### config.mk
export PLATFORM = sky130hd
export DESIGN_NAME = earliest_free_server_dispatcher
export DESIGN_NICKNAME = d
export VERILOG_FILES = /design/src/design/efsd_pkg.sv /design/src/design/earliest_free_server_dispatcher.sv /design/src/design/efsd_front.sv /design/src/design/efsd_queue.sv /design/src/design/efsd_back.sv
export SDC_FILE = /design/constraint.sdc
export NUM_CORES = 2
export LEC_CHECK = 0
export BUFFER_PORTS_ARGS = -buffer_cell sky130_fd_sc_hd__buf_2
export CAP_MARGIN = 20
export CORE_MARGIN = 2
export CORE_UTILIZATION = 30
export CTS_BUF_LIST = sky130_fd_sc_hd__clkbuf_2 sky130_fd_sc_hd__clkbuf_4 sky130_fd_sc_hd__clkbuf_8
export DETAILED_ROUTE_END_ITERATION = 16
export PLACE_DENSITY = 0.53
export SLEW_MARGIN = 20
export SYNTH_ARGS = -nofsm -noshare
export SYNTH_HDL_FRONTEND = slang
export SYNTH_HIERARCHICAL = 1
export SYNTH_SLANG_ARGS = --single-unit
### constraint.sdc
create_clock -name clock -period 31.7 [get_ports clock]
set_input_delay 3.17 -clock clock [delete_from_list [all_inputs] [get_ports clock]]
set_output_delay 3.17 -clock clock [all_outputs]
set_load 0.05 [all_outputs]
### src/design/efsd_pkg.sv
// Shared types and constants of the earliest-free server dispatcher.
package efsd_pkg;

   localparam int SERVERS_DEFAULT = 16;

   localparam int TIME_W    = 17;
   localparam int MINS_W    = 16;
   localparam int CAP_W     = 10;
   localparam int SVC_W     = 16;
   localparam int NSRV_W    = 5;
   localparam int IDX_OUT_W = 4;
   localparam int FREE_W    = 32;
   localparam int WAIT_W    = 32;
   localparam int TOTAL_W   = 48;
   localparam int COUNT_W   = 32;
   localparam int CSR_IDX_W = 2;
   localparam int CSR_DATA_W = 17;

   localparam int QUEUE_DEPTH  = 4;
   localparam int SECS_PER_MIN = 60;

   localparam logic [NSRV_W-1:0] SERVERS_RESET = NSRV_W'(16);
   localparam logic [TIME_W-1:0] OPEN_RESET    = TIME_W'(28800);
   localparam logic [TIME_W-1:0] CLOSE_RESET   = TIME_W'(61200);
   localparam logic [CAP_W-1:0]  MAX_SVC_RESET = CAP_W'(60);

   typedef enum logic [1:0] {
      OP_JOB,
      OP_DROP,
      OP_CLEAR
   } op_type;

   typedef enum logic [CSR_IDX_W-1:0] {
      CSR_SERVERS,
      CSR_OPEN,
      CSR_CLOSE,
      CSR_MAX_SVC
   } csr_type;

   typedef struct packed {
      op_type              op;
      logic [TIME_W-1:0]   arrival;
      logic [SVC_W-1:0]    svc;
   } item_type;

endpackage

### src/design/earliest_free_server_dispatcher.sv
// Earliest-free server dispatcher: top level with configuration registers.
//
// Each request word is a job (arrival second, service minutes) or a clear.
// Jobs arriving after close_time are dropped; others get their service capped
// at max_service_minutes and go to the active server that frees up first,
// lowest index on ties. Every word yields exactly one response word with the
// job's wait, the saturating total wait and the served count. A clear resets
// all free times to the current open_time and zeroes the totals; open_time
// written later takes effect only at the next clear. A front stage classifies
// words and feeds a queue of four; the dispatch engine scans one server free
// time per cycle from a store with one read and one write port; a dispatched
// job then passes calc, update and done; a dropped job or a clear goes to done.
// The front keeps taking words while the engine works, until the queue fills.
// The user writes configuration only while idle; the block does not enforce it.
module earliest_free_server_dispatcher #(
   parameter int SERVERS = efsd_pkg::SERVERS_DEFAULT
) (
   input  logic                              clock,
   input  logic                              reset,
   input  logic                              req_valid,
   output logic                              req_stall,
   input  logic                              req_kind,
   input  logic [efsd_pkg::TIME_W-1:0]       req_arrival_time,
   input  logic [efsd_pkg::MINS_W-1:0]       req_service_minutes,
   output logic                              rsp_valid,
   input  logic                              rsp_stall,
   output logic                              rsp_accepted,
   output logic [efsd_pkg::IDX_OUT_W-1:0]    rsp_server_index,
   output logic [efsd_pkg::WAIT_W-1:0]       rsp_wait_seconds,
   output logic [efsd_pkg::TOTAL_W-1:0]      rsp_total_wait_seconds,
   output logic [efsd_pkg::COUNT_W-1:0]      rsp_served_count,
   input  logic                              csr_valid,
   output logic                              csr_ready,
   input  logic [efsd_pkg::CSR_IDX_W-1:0]    csr_index,
   input  logic [efsd_pkg::CSR_DATA_W-1:0]   csr_data
);
   import efsd_pkg::*;

   logic [NSRV_W-1:0]  servers_ff;
   logic [TIME_W-1:0]  open_ff;
   logic [TIME_W-1:0]  close_ff;
   logic [CAP_W-1:0]   max_svc_ff;

   logic               front_valid;
   logic               front_ready;
   item_type           front_item;
   logic               q_valid;
   logic               q_pop;
   item_type           q_item;

   // registers are always writable
   assign csr_ready = 1'b1;

   // decode the register index, keep only each register's width
   always_ff @(posedge clock) begin
      if (reset) begin
         servers_ff <= SERVERS_RESET;
         open_ff    <= OPEN_RESET;
         close_ff   <= CLOSE_RESET;
         max_svc_ff <= MAX_SVC_RESET;
      end else if (csr_valid && csr_ready) begin
         unique case (csr_type'(csr_index))
            CSR_SERVERS: servers_ff <= csr_data[NSRV_W-1:0];
            CSR_OPEN:    open_ff    <= csr_data[TIME_W-1:0];
            CSR_CLOSE:   close_ff   <= csr_data[TIME_W-1:0];
            CSR_MAX_SVC: max_svc_ff <= csr_data[CAP_W-1:0];
         endcase
      end
   end

   // classify and cap
   efsd_front u_front (
      .clock               (clock),
      .reset               (reset),
      .req_valid           (req_valid),
      .req_stall           (req_stall),
      .req_kind            (req_kind),
      .req_arrival_time    (req_arrival_time),
      .req_service_minutes (req_service_minutes),
      .close_time          (close_ff),
      .max_service_minutes (max_svc_ff),
      .item_valid          (front_valid),
      .item                (front_item),
      .item_ready          (front_ready)
   );

   // decouple front from engine
   efsd_queue u_queue (
      .clock      (clock),
      .reset      (reset),
      .push_valid (front_valid),
      .push_ready (front_ready),
      .push_item  (front_item),
      .pop_valid  (q_valid),
      .pop        (q_pop),
      .pop_item   (q_item)
   );

   // scan, dispatch, report
   efsd_back #(
      .SERVERS (SERVERS)
   ) u_back (
      .clock                  (clock),
      .reset                  (reset),
      .q_valid                (q_valid),
      .q_pop                  (q_pop),
      .q_item                 (q_item),
      .servers_in_use         (servers_ff),
      .open_time              (open_ff),
      .rsp_valid              (rsp_valid),
      .rsp_stall              (rsp_stall),
      .rsp_accepted           (rsp_accepted),
      .rsp_server_index       (rsp_server_index),
      .rsp_wait_seconds       (rsp_wait_seconds),
      .rsp_total_wait_seconds (rsp_total_wait_seconds),
      .rsp_served_count       (rsp_served_count)
   );

   // a dropped job or a clear never reports a wait
   assert property (@(posedge clock) disable iff (reset)
      rsp_valid && !rsp_accepted |-> rsp_wait_seconds == '0 && rsp_server_index == '0)
      else $error("nonzero wait or index on a word that was not dispatched");

   // a dispatched job is counted
   assert property (@(posedge clock) disable iff (reset)
      rsp_valid && rsp_accepted |-> rsp_served_count != '0)
      else $error("dispatched job left the served count at zero");

   // the running total already includes this job's wait
   assert property (@(posedge clock) disable iff (reset)
      rsp_valid && rsp_accepted |-> rsp_total_wait_seconds >= TOTAL_W'(rsp_wait_seconds))
      else $error("total wait below this job's wait");

endmodule

### src/design/efsd_front.sv
// Front stage: takes request words, classifies them and caps the service length.
module efsd_front (
   input  logic                          clock,
   input  logic                          reset,
   input  logic                          req_valid,
   output logic                          req_stall,
   input  logic                          req_kind,
   input  logic [efsd_pkg::TIME_W-1:0]   req_arrival_time,
   input  logic [efsd_pkg::MINS_W-1:0]   req_service_minutes,
   input  logic [efsd_pkg::TIME_W-1:0]   close_time,
   input  logic [efsd_pkg::CAP_W-1:0]    max_service_minutes,
   output logic                          item_valid,
   output efsd_pkg::item_type            item,
   input  logic                          item_ready
);
   import efsd_pkg::*;

   logic              valid_ff;
   item_type          item_ff;
   item_type          item_in;
   logic [CAP_W-1:0]  capped;
   logic              load;

   // cap in minutes, then convert to seconds
   always_comb begin
      if (req_service_minutes > MINS_W'(max_service_minutes)) begin
         capped = max_service_minutes;
      end else begin
         capped = req_service_minutes[CAP_W-1:0];
      end
      item_in.arrival = req_arrival_time;
      item_in.svc     = SVC_W'(capped) * SVC_W'(SECS_PER_MIN);
      if (req_kind) begin
         item_in.op = OP_CLEAR;
      end else if (req_arrival_time > close_time) begin
         item_in.op = OP_DROP;
      end else begin
         item_in.op = OP_JOB;
      end
   end

   assign load      = !valid_ff || item_ready;
   assign req_stall = !load;

   always_ff @(posedge clock) begin
      if (reset) begin
         valid_ff <= 1'b0;
      end else if (load) begin
         valid_ff <= req_valid;
         if (req_valid) begin
            item_ff <= item_in;
         end
      end
   end

   assign item_valid = valid_ff;
   assign item       = item_ff;

endmodule

### src/design/efsd_queue.sv
// Short queue between the classifying front and the dispatch engine.
module efsd_queue (
   input  logic                clock,
   input  logic                reset,
   input  logic                push_valid,
   output logic                push_ready,
   input  efsd_pkg::item_type  push_item,
   output logic                pop_valid,
   input  logic                pop,
   output efsd_pkg::item_type  pop_item
);
   import efsd_pkg::*;

   localparam int PTR_W = (QUEUE_DEPTH > 1) ? $clog2(QUEUE_DEPTH) : 1;
   localparam int CNT_W = $clog2(QUEUE_DEPTH + 1);

   item_type            slot_ff [QUEUE_DEPTH];
   logic [PTR_W-1:0]    wr_ptr_ff;
   logic [PTR_W-1:0]    rd_ptr_ff;
   logic [CNT_W-1:0]    count_ff;
   logic                do_push;
   logic                do_pop;

   assign push_ready = count_ff != CNT_W'(QUEUE_DEPTH);
   assign pop_valid  = count_ff != '0;
   assign do_push    = push_valid && push_ready;
   assign do_pop     = pop && pop_valid;
   assign pop_item   = slot_ff[rd_ptr_ff];

   always_ff @(posedge clock) begin
      if (reset) begin
         wr_ptr_ff <= '0;
         rd_ptr_ff <= '0;
         count_ff  <= '0;
      end else begin
         if (do_push) begin
            slot_ff[wr_ptr_ff] <= push_item;
            if (wr_ptr_ff == PTR_W'(QUEUE_DEPTH - 1)) begin
               wr_ptr_ff <= '0;
            end else begin
               wr_ptr_ff <= wr_ptr_ff + 1'b1;
            end
         end
         if (do_pop) begin
            if (rd_ptr_ff == PTR_W'(QUEUE_DEPTH - 1)) begin
               rd_ptr_ff <= '0;
            end else begin
               rd_ptr_ff <= rd_ptr_ff + 1'b1;
            end
         end
         if (do_push && !do_pop) begin
            count_ff <= count_ff + 1'b1;
         end else if (do_pop && !do_push) begin
            count_ff <= count_ff - 1'b1;
         end
      end
   end

endmodule

### src/design/efsd_back.sv
// Dispatch engine: scans server free times, updates the chosen server and the totals.
module efsd_back #(
   parameter int SERVERS = efsd_pkg::SERVERS_DEFAULT
) (
   input  logic                           clock,
   input  logic                           reset,
   input  logic                           q_valid,
   output logic                           q_pop,
   input  efsd_pkg::item_type             q_item,
   input  logic [efsd_pkg::NSRV_W-1:0]    servers_in_use,
   input  logic [efsd_pkg::TIME_W-1:0]    open_time,
   output logic                           rsp_valid,
   input  logic                           rsp_stall,
   output logic                           rsp_accepted,
   output logic [efsd_pkg::IDX_OUT_W-1:0] rsp_server_index,
   output logic [efsd_pkg::WAIT_W-1:0]    rsp_wait_seconds,
   output logic [efsd_pkg::TOTAL_W-1:0]   rsp_total_wait_seconds,
   output logic [efsd_pkg::COUNT_W-1:0]   rsp_served_count
);
   import efsd_pkg::*;

   localparam int IW = (SERVERS > 1) ? $clog2(SERVERS) : 1;

   typedef enum logic [2:0] {
      S_IDLE,
      S_SCAN,
      S_CALC,
      S_UPD,
      S_DONE
   } state_type;

   state_type            state_ff;
   item_type             cur_ff;
   logic [IW-1:0]        last_ff;
   logic [IW-1:0]        rd_idx_ff;
   logic                 issue_ff;
   logic                 pend_ff;
   logic [IW-1:0]        pend_idx_ff;
   logic                 pend_last_ff;
   logic [IW-1:0]        best_ff;
   logic [FREE_W-1:0]    best_val_ff;
   logic [WAIT_W-1:0]    wait_ff;
   logic [FREE_W-1:0]    start_ff;
   logic [SERVERS-1:0]   valid_ff;
   logic                 rd_valid_ff;
   logic [FREE_W-1:0]    rd_data_ff;
   logic [TIME_W-1:0]    clear_open_ff;
   logic [TOTAL_W-1:0]   total_ff;
   logic [COUNT_W-1:0]   count_ff;
   logic                 res_acc_ff;
   logic [IW-1:0]        res_idx_ff;
   logic [WAIT_W-1:0]    res_wait_ff;

   logic                 rsp_valid_ff;
   logic                 rsp_accepted_ff;
   logic [IDX_OUT_W-1:0] rsp_index_ff;
   logic [WAIT_W-1:0]    rsp_wait_ff;
   logic [TOTAL_W-1:0]   rsp_total_ff;
   logic [COUNT_W-1:0]   rsp_count_ff;

   logic [FREE_W-1:0]    free_mem [SERVERS];

   logic [IW-1:0]        last_in;
   logic [FREE_W-1:0]    cur_val;
   logic [FREE_W-1:0]    arr_ext;
   logic [FREE_W:0]      fin_wide;
   logic [FREE_W-1:0]    fin_sat;
   logic [TOTAL_W:0]     total_wide;
   logic                 mem_wr;

   // clamp the active server count to 1..SERVERS, as a last index
   always_comb begin
      if (servers_in_use == '0) begin
         last_in = '0;
      end else if (32'(servers_in_use) > 32'(SERVERS)) begin
         last_in = IW'(SERVERS - 1);
      end else begin
         last_in = IW'(servers_in_use - 1'b1);
      end
   end

   // an entry not written since the last clear holds the open time of that clear
   assign cur_val    = rd_valid_ff ? rd_data_ff : FREE_W'(clear_open_ff);
   assign arr_ext    = FREE_W'(cur_ff.arrival);
   assign fin_wide   = {1'b0, start_ff} + (FREE_W + 1)'(cur_ff.svc);
   assign fin_sat    = fin_wide[FREE_W] ? '1 : fin_wide[FREE_W-1:0];
   assign total_wide = {1'b0, total_ff} + (TOTAL_W + 1)'(wait_ff);
   assign mem_wr     = state_ff == S_UPD;
   assign q_pop      = (state_ff == S_IDLE) && q_valid;

   always_ff @(posedge clock) begin
      if (mem_wr) begin
         free_mem[best_ff] <= fin_sat;
      end
      rd_data_ff <= free_mem[rd_idx_ff];
   end

   always_ff @(posedge clock) begin
      if (reset) begin
         state_ff      <= S_IDLE;
         issue_ff      <= 1'b0;
         pend_ff       <= 1'b0;
         valid_ff      <= '0;
         rd_valid_ff   <= 1'b0;
         clear_open_ff <= OPEN_RESET;
         total_ff      <= '0;
         count_ff      <= '0;
         rsp_valid_ff  <= 1'b0;
      end else begin
         rd_valid_ff <= valid_ff[rd_idx_ff];
         // drop the response once taken, unless a new one replaces it
         if (rsp_valid_ff && !rsp_stall && state_ff != S_DONE) begin
            rsp_valid_ff <= 1'b0;
         end
         unique case (state_ff)
            S_IDLE: begin
               if (q_valid) begin
                  cur_ff      <= q_item;
                  res_acc_ff  <= 1'b0;
                  res_idx_ff  <= '0;
                  res_wait_ff <= '0;
                  unique case (q_item.op)
                     OP_CLEAR: begin
                        valid_ff      <= '0;
                        clear_open_ff <= open_time;
                        total_ff      <= '0;
                        count_ff      <= '0;
                        state_ff      <= S_DONE;
                     end
                     OP_DROP: begin
                        state_ff <= S_DONE;
                     end
                     OP_JOB: begin
                        rd_idx_ff <= '0;
                        last_ff   <= last_in;
                        issue_ff  <= 1'b1;
                        pend_ff   <= 1'b0;
                        state_ff  <= S_SCAN;
                     end
                     default: begin
                        state_ff <= S_DONE;
                     end
                  endcase
               end
            end
            S_SCAN: begin
               // issue one read a cycle, compare the word that came back
               if (issue_ff) begin
                  pend_ff      <= 1'b1;
                  pend_idx_ff  <= rd_idx_ff;
                  pend_last_ff <= rd_idx_ff == last_ff;
                  if (rd_idx_ff == last_ff) begin
                     issue_ff <= 1'b0;
                  end else begin
                     rd_idx_ff <= rd_idx_ff + 1'b1;
                  end
               end else begin
                  pend_ff <= 1'b0;
               end
               if (pend_ff) begin
                  if (pend_idx_ff == '0 || cur_val < best_val_ff) begin
                     best_ff     <= pend_idx_ff;
                     best_val_ff <= cur_val;
                  end
                  if (pend_last_ff) begin
                     state_ff <= S_CALC;
                  end
               end
            end
            S_CALC: begin
               if (best_val_ff <= arr_ext) begin
                  wait_ff  <= '0;
                  start_ff <= arr_ext;
               end else begin
                  wait_ff  <= best_val_ff - arr_ext;
                  start_ff <= best_val_ff;
               end
               state_ff <= S_UPD;
            end
            S_UPD: begin
               valid_ff[best_ff] <= 1'b1;
               total_ff <= total_wide[TOTAL_W] ? '1 : total_wide[TOTAL_W-1:0];
               if (count_ff != '1) begin
                  count_ff <= count_ff + 1'b1;
               end
               res_acc_ff  <= 1'b1;
               res_idx_ff  <= best_ff;
               res_wait_ff <= wait_ff;
               state_ff    <= S_DONE;
            end
            S_DONE: begin
               if (!rsp_valid_ff || !rsp_stall) begin
                  rsp_valid_ff    <= 1'b1;
                  rsp_accepted_ff <= res_acc_ff;
                  rsp_index_ff    <= IDX_OUT_W'(res_idx_ff);
                  rsp_wait_ff     <= res_wait_ff;
                  rsp_total_ff    <= total_ff;
                  rsp_count_ff    <= count_ff;
                  state_ff        <= S_IDLE;
               end
            end
            default: begin
               state_ff <= S_IDLE;
            end
         endcase
      end
   end

   assign rsp_valid              = rsp_valid_ff;
   assign rsp_accepted           = rsp_accepted_ff;
   assign rsp_server_index       = rsp_index_ff;
   assign rsp_wait_seconds       = rsp_wait_ff;
   assign rsp_total_wait_seconds = rsp_total_ff;
   assign rsp_served_count       = rsp_count_ff;

endmodule
# Yosys cells after proc, flatten, opt, wreduce, memory -nomap -nowiden
# Memory sizes are Yosys's and may differ from the RTL's. A register that Yosys moved wholly into a read port is not among the register bits.
# Index checks and enable logic that the tools add are counted.
[op_classes]
n_eq_ne = 23
magnitude_cmp = 8
div = 0
shift = 0
add_sub_neg = 10
bitwise_logic = 2
mul = 1
mux = 61
n_reduce_logical = 44
[op_table]
columns = ["operator", "n"]
rows = [
  ["$mux 32", 6],
  ["$mux 48", 3],
  ["$pmux 32 s2", 2],
  ["$pmux 48 s2", 1],
  ["$add 48x32->49", 1],
  ["$add 32x16->33", 1],
  ["$add 32x1->32 const B", 1],
  ["$le 32x17->1", 1],
  ["$lt 32x32->1", 1],
  ["$mux 16", 2],
  ["$ne 32x32->1 const B", 1],
  ["$pmux 16 s2", 1],
  ["$sub 32x17->32", 1],
  ["$mux 4", 6],
  ["$reduce_and 3->1", 8],
  ["$mux 3", 7],
  ["$mux 1", 19],
  ["$gt 17x17->1", 1],
  ["$mux 17", 1],
  ["$gt 16x10->1", 1],
  ["$or 16x16->16", 1],
  ["$pmux 4 s2", 2],
  ["$reduce_and 4->1", 4],
  ["$pmux 3 s5", 1],
  ["other kinds (35)", 76],
]
[word_totals]
word_cells = 190
out_inout_bits = 120
latch_bits = 0
mem_bits_rw = 644
memories = 2
inputBits = 58
reg_bits = 510
rom_bits = 0
[mem_list]
columns = ["memory", "words", "word_bits", "rd", "rd_clocked_by_memory_dff", "wr", "line", "source"]
rows = [
  ["u_back.free_mem", 16, 32, 1, 1, 1, "efsd_back.sv:61", "logic [FREE_W-1:0] free_mem [SERVERS];"],
  ["u_queue.slot_ff", 4, 33, 1, 1, 1, "efsd_queue.sv:17", "item_type slot_ff [QUEUE_DEPTH];"],
]

# Longest topological paths before layout
[depth]
word_depth = 6
ltp_mapped = 21
mapped_depth_nobuf = 20

# Hierarchy
# The synthesis kept the hierarchy.
[by_module_without_submodules]
columns = ["mod", "n_inst", "area_each_um2", "seq_area_each_um2", "cells_each"]
rows = [
  ["efsd_back", 1, 39706.8, 27426.3, 2577],
  ["efsd_queue", 1, 5602.9, 4384.2, 233],
  ["efsd_front", 1, 2915.3, 1011.0, 278],
  ["earliest_free_server_dispatcher", 1, 2010.7, 980.9, 197],
]

# Least setup slack after synthesis
# Ideal clock, no wire load.
[synth_timing]
kind = "input to register"
start = "in reset"
end = "reg u_back.rsp_accepted_ff, in the netlist u_back/rsp_accepted (enable)"
path_slack_ns = 18.868
n_path_buf = 2
t_arrival_ns = 12.071
stages = 3
required_time_ns = 30.940
setup_ns = 0.760
cell_sequence = "clkbuf_1 clkbuf_1 nor3b_1"
[synth_via]
elab_chain_len = 2
[synth_rtl]
columns = ["item", "line", "source"]
rows = [
  ["start: declaration", "earliest_free_server_dispatcher.sv:19", "input logic reset,"],
  ["$not 1->1 (no source line)", "-", ""],
  ["$reduce_and 3->1 (no source line)", "-", ""],
  ["end signal: assignment", "efsd_back.sv:194", "rsp_accepted_ff <= res_acc_ff;"],
  ["end: declaration", "efsd_back.sv:55", "logic rsp_accepted_ff;"],
]
# Every way passes these cells.
# A chain may end at the register's enable or synchronous reset.

==> impl_metrics.tcl <==
set metrics [dict create \
    status "completed" \
    pwr-share-clk_pct 34.3 \
    total_power_mw 3.76 \
    power_frac_seq_pct 50.4 \
    overflow 0 \
    drc 0 \
    final_layout_size_suffix_gt1_share_pct 21.8 \
    postCtsSetupBuffers 0 \
    setup_slack_ns 24.78 \
    setup_viol 0 \
    final_core_util_pct 34.6 \
    busiest_layer "met2" \
    ys_ff_latch 1196 \
    drv_cap 0 \
    grt_pass1_vias 28300 \
    portBuffers 176 \
    worst_pin_slew_ns 1.09 \
    first_pass_iters 5 \
    syn_to_final_growth_pct 14.7 \
    relSlewSlack_pct 26.3 \
    synthArstFlopShare_pct 0 \
    core_sq_um 167000 \
    cts_buffers 188 \
    rsz0062_at_grt "false" \
    synth_area_per_cell_sq_um 15.3 \
    start_kind "input pin" \
    die_h_microns 413 \
    die_area_sq_um 171000 \
    netlist_instances 3285 \
    cts_max_level 4 \
    post_drt_via_cell_ratio 4.75 \
    crit_fanout 34 \
    hold_ws_ns 0.420 \
    tns_ns 0 \
    post-route-period-util_pct 21.8 \
    clk_pin_slew_worst_paths_ns 0.07 \
    std_cell_rows 150 \
    grtUsageMet1_pct 19.9 \
    drtAntennaViolNets 0 \
    grt_max_degree 101 \
    seq_area_sq_um 33800 \
    place_area_sq_um 53900 \
    wl_mm 121 \
    dp_slack_ns 23.84 \
    synth_area_sq_um 50200 \
    crit_path_end_kind "flip-flop" \
    fmax_mhz 144 \
    ctsHoldBuffers 0 \
    wl_per_cell_microns 20.4 \
    gp_congestion 0.820 \
    period_needed_ns 6.92 \
    fin_skew_ns 0.0424 \
    first_iter_violations 2048 \
    fin_nets 3797 \
    hpwl_mm 77.1 \
    cts_buffer_depth 3 \
    power_density_nw_per_um2 65.2 \
    min_path_type "flip-flop to flip-flop" \
    antenna_found_initial 1 \
    insertion_delay_ns 0.89 \
    p_int_mw 2.71 \
    ys.flop_type "edfxtp_1" \
    clockRootBuffer "clkbuf_8" \
    use_met2_pct 22.1 \
    finalMaxSlewViolations 0 \
    grt_pass1_wl_mm 181 \
    multiInputGateArea_sq_um 15500 \
    vias 28200 \
    switching_share_pct 27.9 \
    n_fill_cell 16000 \
    power_leakage_nw 20.2 \
    start_util_pct 30.1 \
    synth_warnings 6 \
    p_comb_share_pct 15.4 \
    cts.sinks 1196 \
    crit_arrival_ns 7.56 \
    vdd_drop_max_uv 54.8 \
    final_hold_viol_count 0 \
    critPathKind "input pin to flip-flop" \
    grt_usage_pct 14.1 \
    cts_resized 0 \
    required_ns 32.34 \
    cts_tree "built" \
    fin_cells 5934 \
    die_x_microns 413 \
    ys_types 82 \
    synth-edff-count 985 \
    met3_usage_pct 2.48 \
    netSwitchingPower_mw 1.05 \
    design_area_sq_um 57600 \
    seq_area_frac_synth_pct 67.3 \
    io_pins 178 \
    dp.cells 5582 \
]
worst max-delay path, stage by stage:
cell	delay [ns]
buf_2	0.11
ha_1	0.32
a21o_1	0.20
a41o_1	0.23
a2111oi_4	0.33
o2bb2ai_2	0.13
buf_4	0.30
mux2i_1	0.36
fa_1	0.45
inv_1	0.10
fa_1	0.45
fa_1	0.43
a21oi_1	0.20
o21a_1	0.16
o21ai_0	0.11
a31o_2	0.26
a21oi_1	0.17
xnor2_1	0.08
routing by layer:
layer  vias to the layer above  part of all wire, %
li1                      13100                    -
met1                     14300                   47
met2                       666                   46
met3                       158                  4.6
met4                         0                  1.9
met5                         -                    0
power by group through the flow:
stage | clock (mW) | sequential [mW] | combinational [mW]
after detailed placement | 0 | 1.93 | 0.585
after global placement | 0 | 1.93 | 0.579
after CTS | 1.33 | 1.90 | 0.587
after global routing | 1.40 | 1.90 | 0.629
after floorplan | 0 | 1.97 | 0.355
final | 1.29 | 1.89 | 0.577
worst paths after layout:
kind	slack (ns)	endpoint	startpoint	cells after the start
max	24.78	u_front/item[14]	req_service_minutes[9]	18
min	0.42	u_back/rsp_wait_seconds[4]	u_back/res_wait_ff[4]	0
max reg2reg	26.75	u_front/item[14]	max_svc_ff[5]	17
min reg2reg	0.42	u_back/rsp_wait_seconds[4]	u_back/res_wait_ff[4]	0
placed cells by master, fill, tap and decap left out, types with 50 or more instances in the layout:
cell,count
mux2i_1,55
nand2b_1,66
dfxtp_1,210
buf_4,55
and2_1,61
nor2_1,190
clkbuf_8,198
mux4_2,195
edfxtp_1,985
a21o_1,50
clkbuf_4,58
xnor2_1,64
nand2_1,230
buf_2,175
o21ai_0,132
ha_1,152
a21oi_1,140
inv_1,135
clkinv_1,51
flip-flops by register name (all words and copies together) (netlist names), 5 cells and up, named ones only:
register / flops
u_back/free_mem: 512
u_back/clear_open_ff: 17
u_back/rsp_wait_seconds: 32
u_back/total_ff: 48
u_back/res_wait_ff: 32
u_back/count_ff: 32
u_back/cur_ff: 16
u_back/valid_ff: 16
u_back/rsp_served_count: 32
servers_ff: 5
max_svc_ff: 10
u_back/rd_data_ff: 32
u_back/best_val_ff: 32
u_back/wait_ff: 32
close_ff: 17
u_front/item: 33
u_back/arr_ext: 17
u_back/start_ff: 32
u_queue/slot_ff: 140
u_back/rsp_total_wait_seconds: 48
open_ff: 17
logic make-up after synthesis:
family                   share of synthesized area (%)
flip-flops                                        67.3
AND/OR/NAND/NOR                                   7.63
AO/OA/AOI/OAI                                     5.77
buffers and inverters                             2.30
multiplexers                                      10.5
adder cells (fa/ha/maj)                           4.50
XOR/XNOR                                          1.95
other                                           0.0149
cell usage after synthesis, types with 50 or more instances:
| cell type | count | area, sq um |
|---|---|---|
| o21ai_0 | 133 | 666 |
| nand2b_1 | 66 | 413 |
| mux4_2 | 195 | 4390 |
| inv_1 | 136 | 510 |
| mux2i_1 | 55 | 551 |
| and2_1 | 61 | 382 |
| a21o_1 | 50 | 375 |
| nand2_1 | 232 | 871 |
| xnor2_1 | 64 | 561 |
| edfxtp_1 | 985 | 29600 |
| clkbuf_1 | 90 | 338 |
| nor2_1 | 204 | 766 |
| dfxtp_1 | 211 | 4220 |
| a21oi_1 | 143 | 716 |
| ha_1 | 152 | 1900 |
final cells by class:
cell class              instances  area share (%)
repair buffers                232            2.32
well taps                    2204            4.79
inverters                     139           0.906
clock buffers                 256            5.49
clock inverters                93           0.958
diodes                          2         0.00869
multi-input cells            1812            26.9
flip-flops and latches       1196            58.7
(Power assumes the default switching activity.)
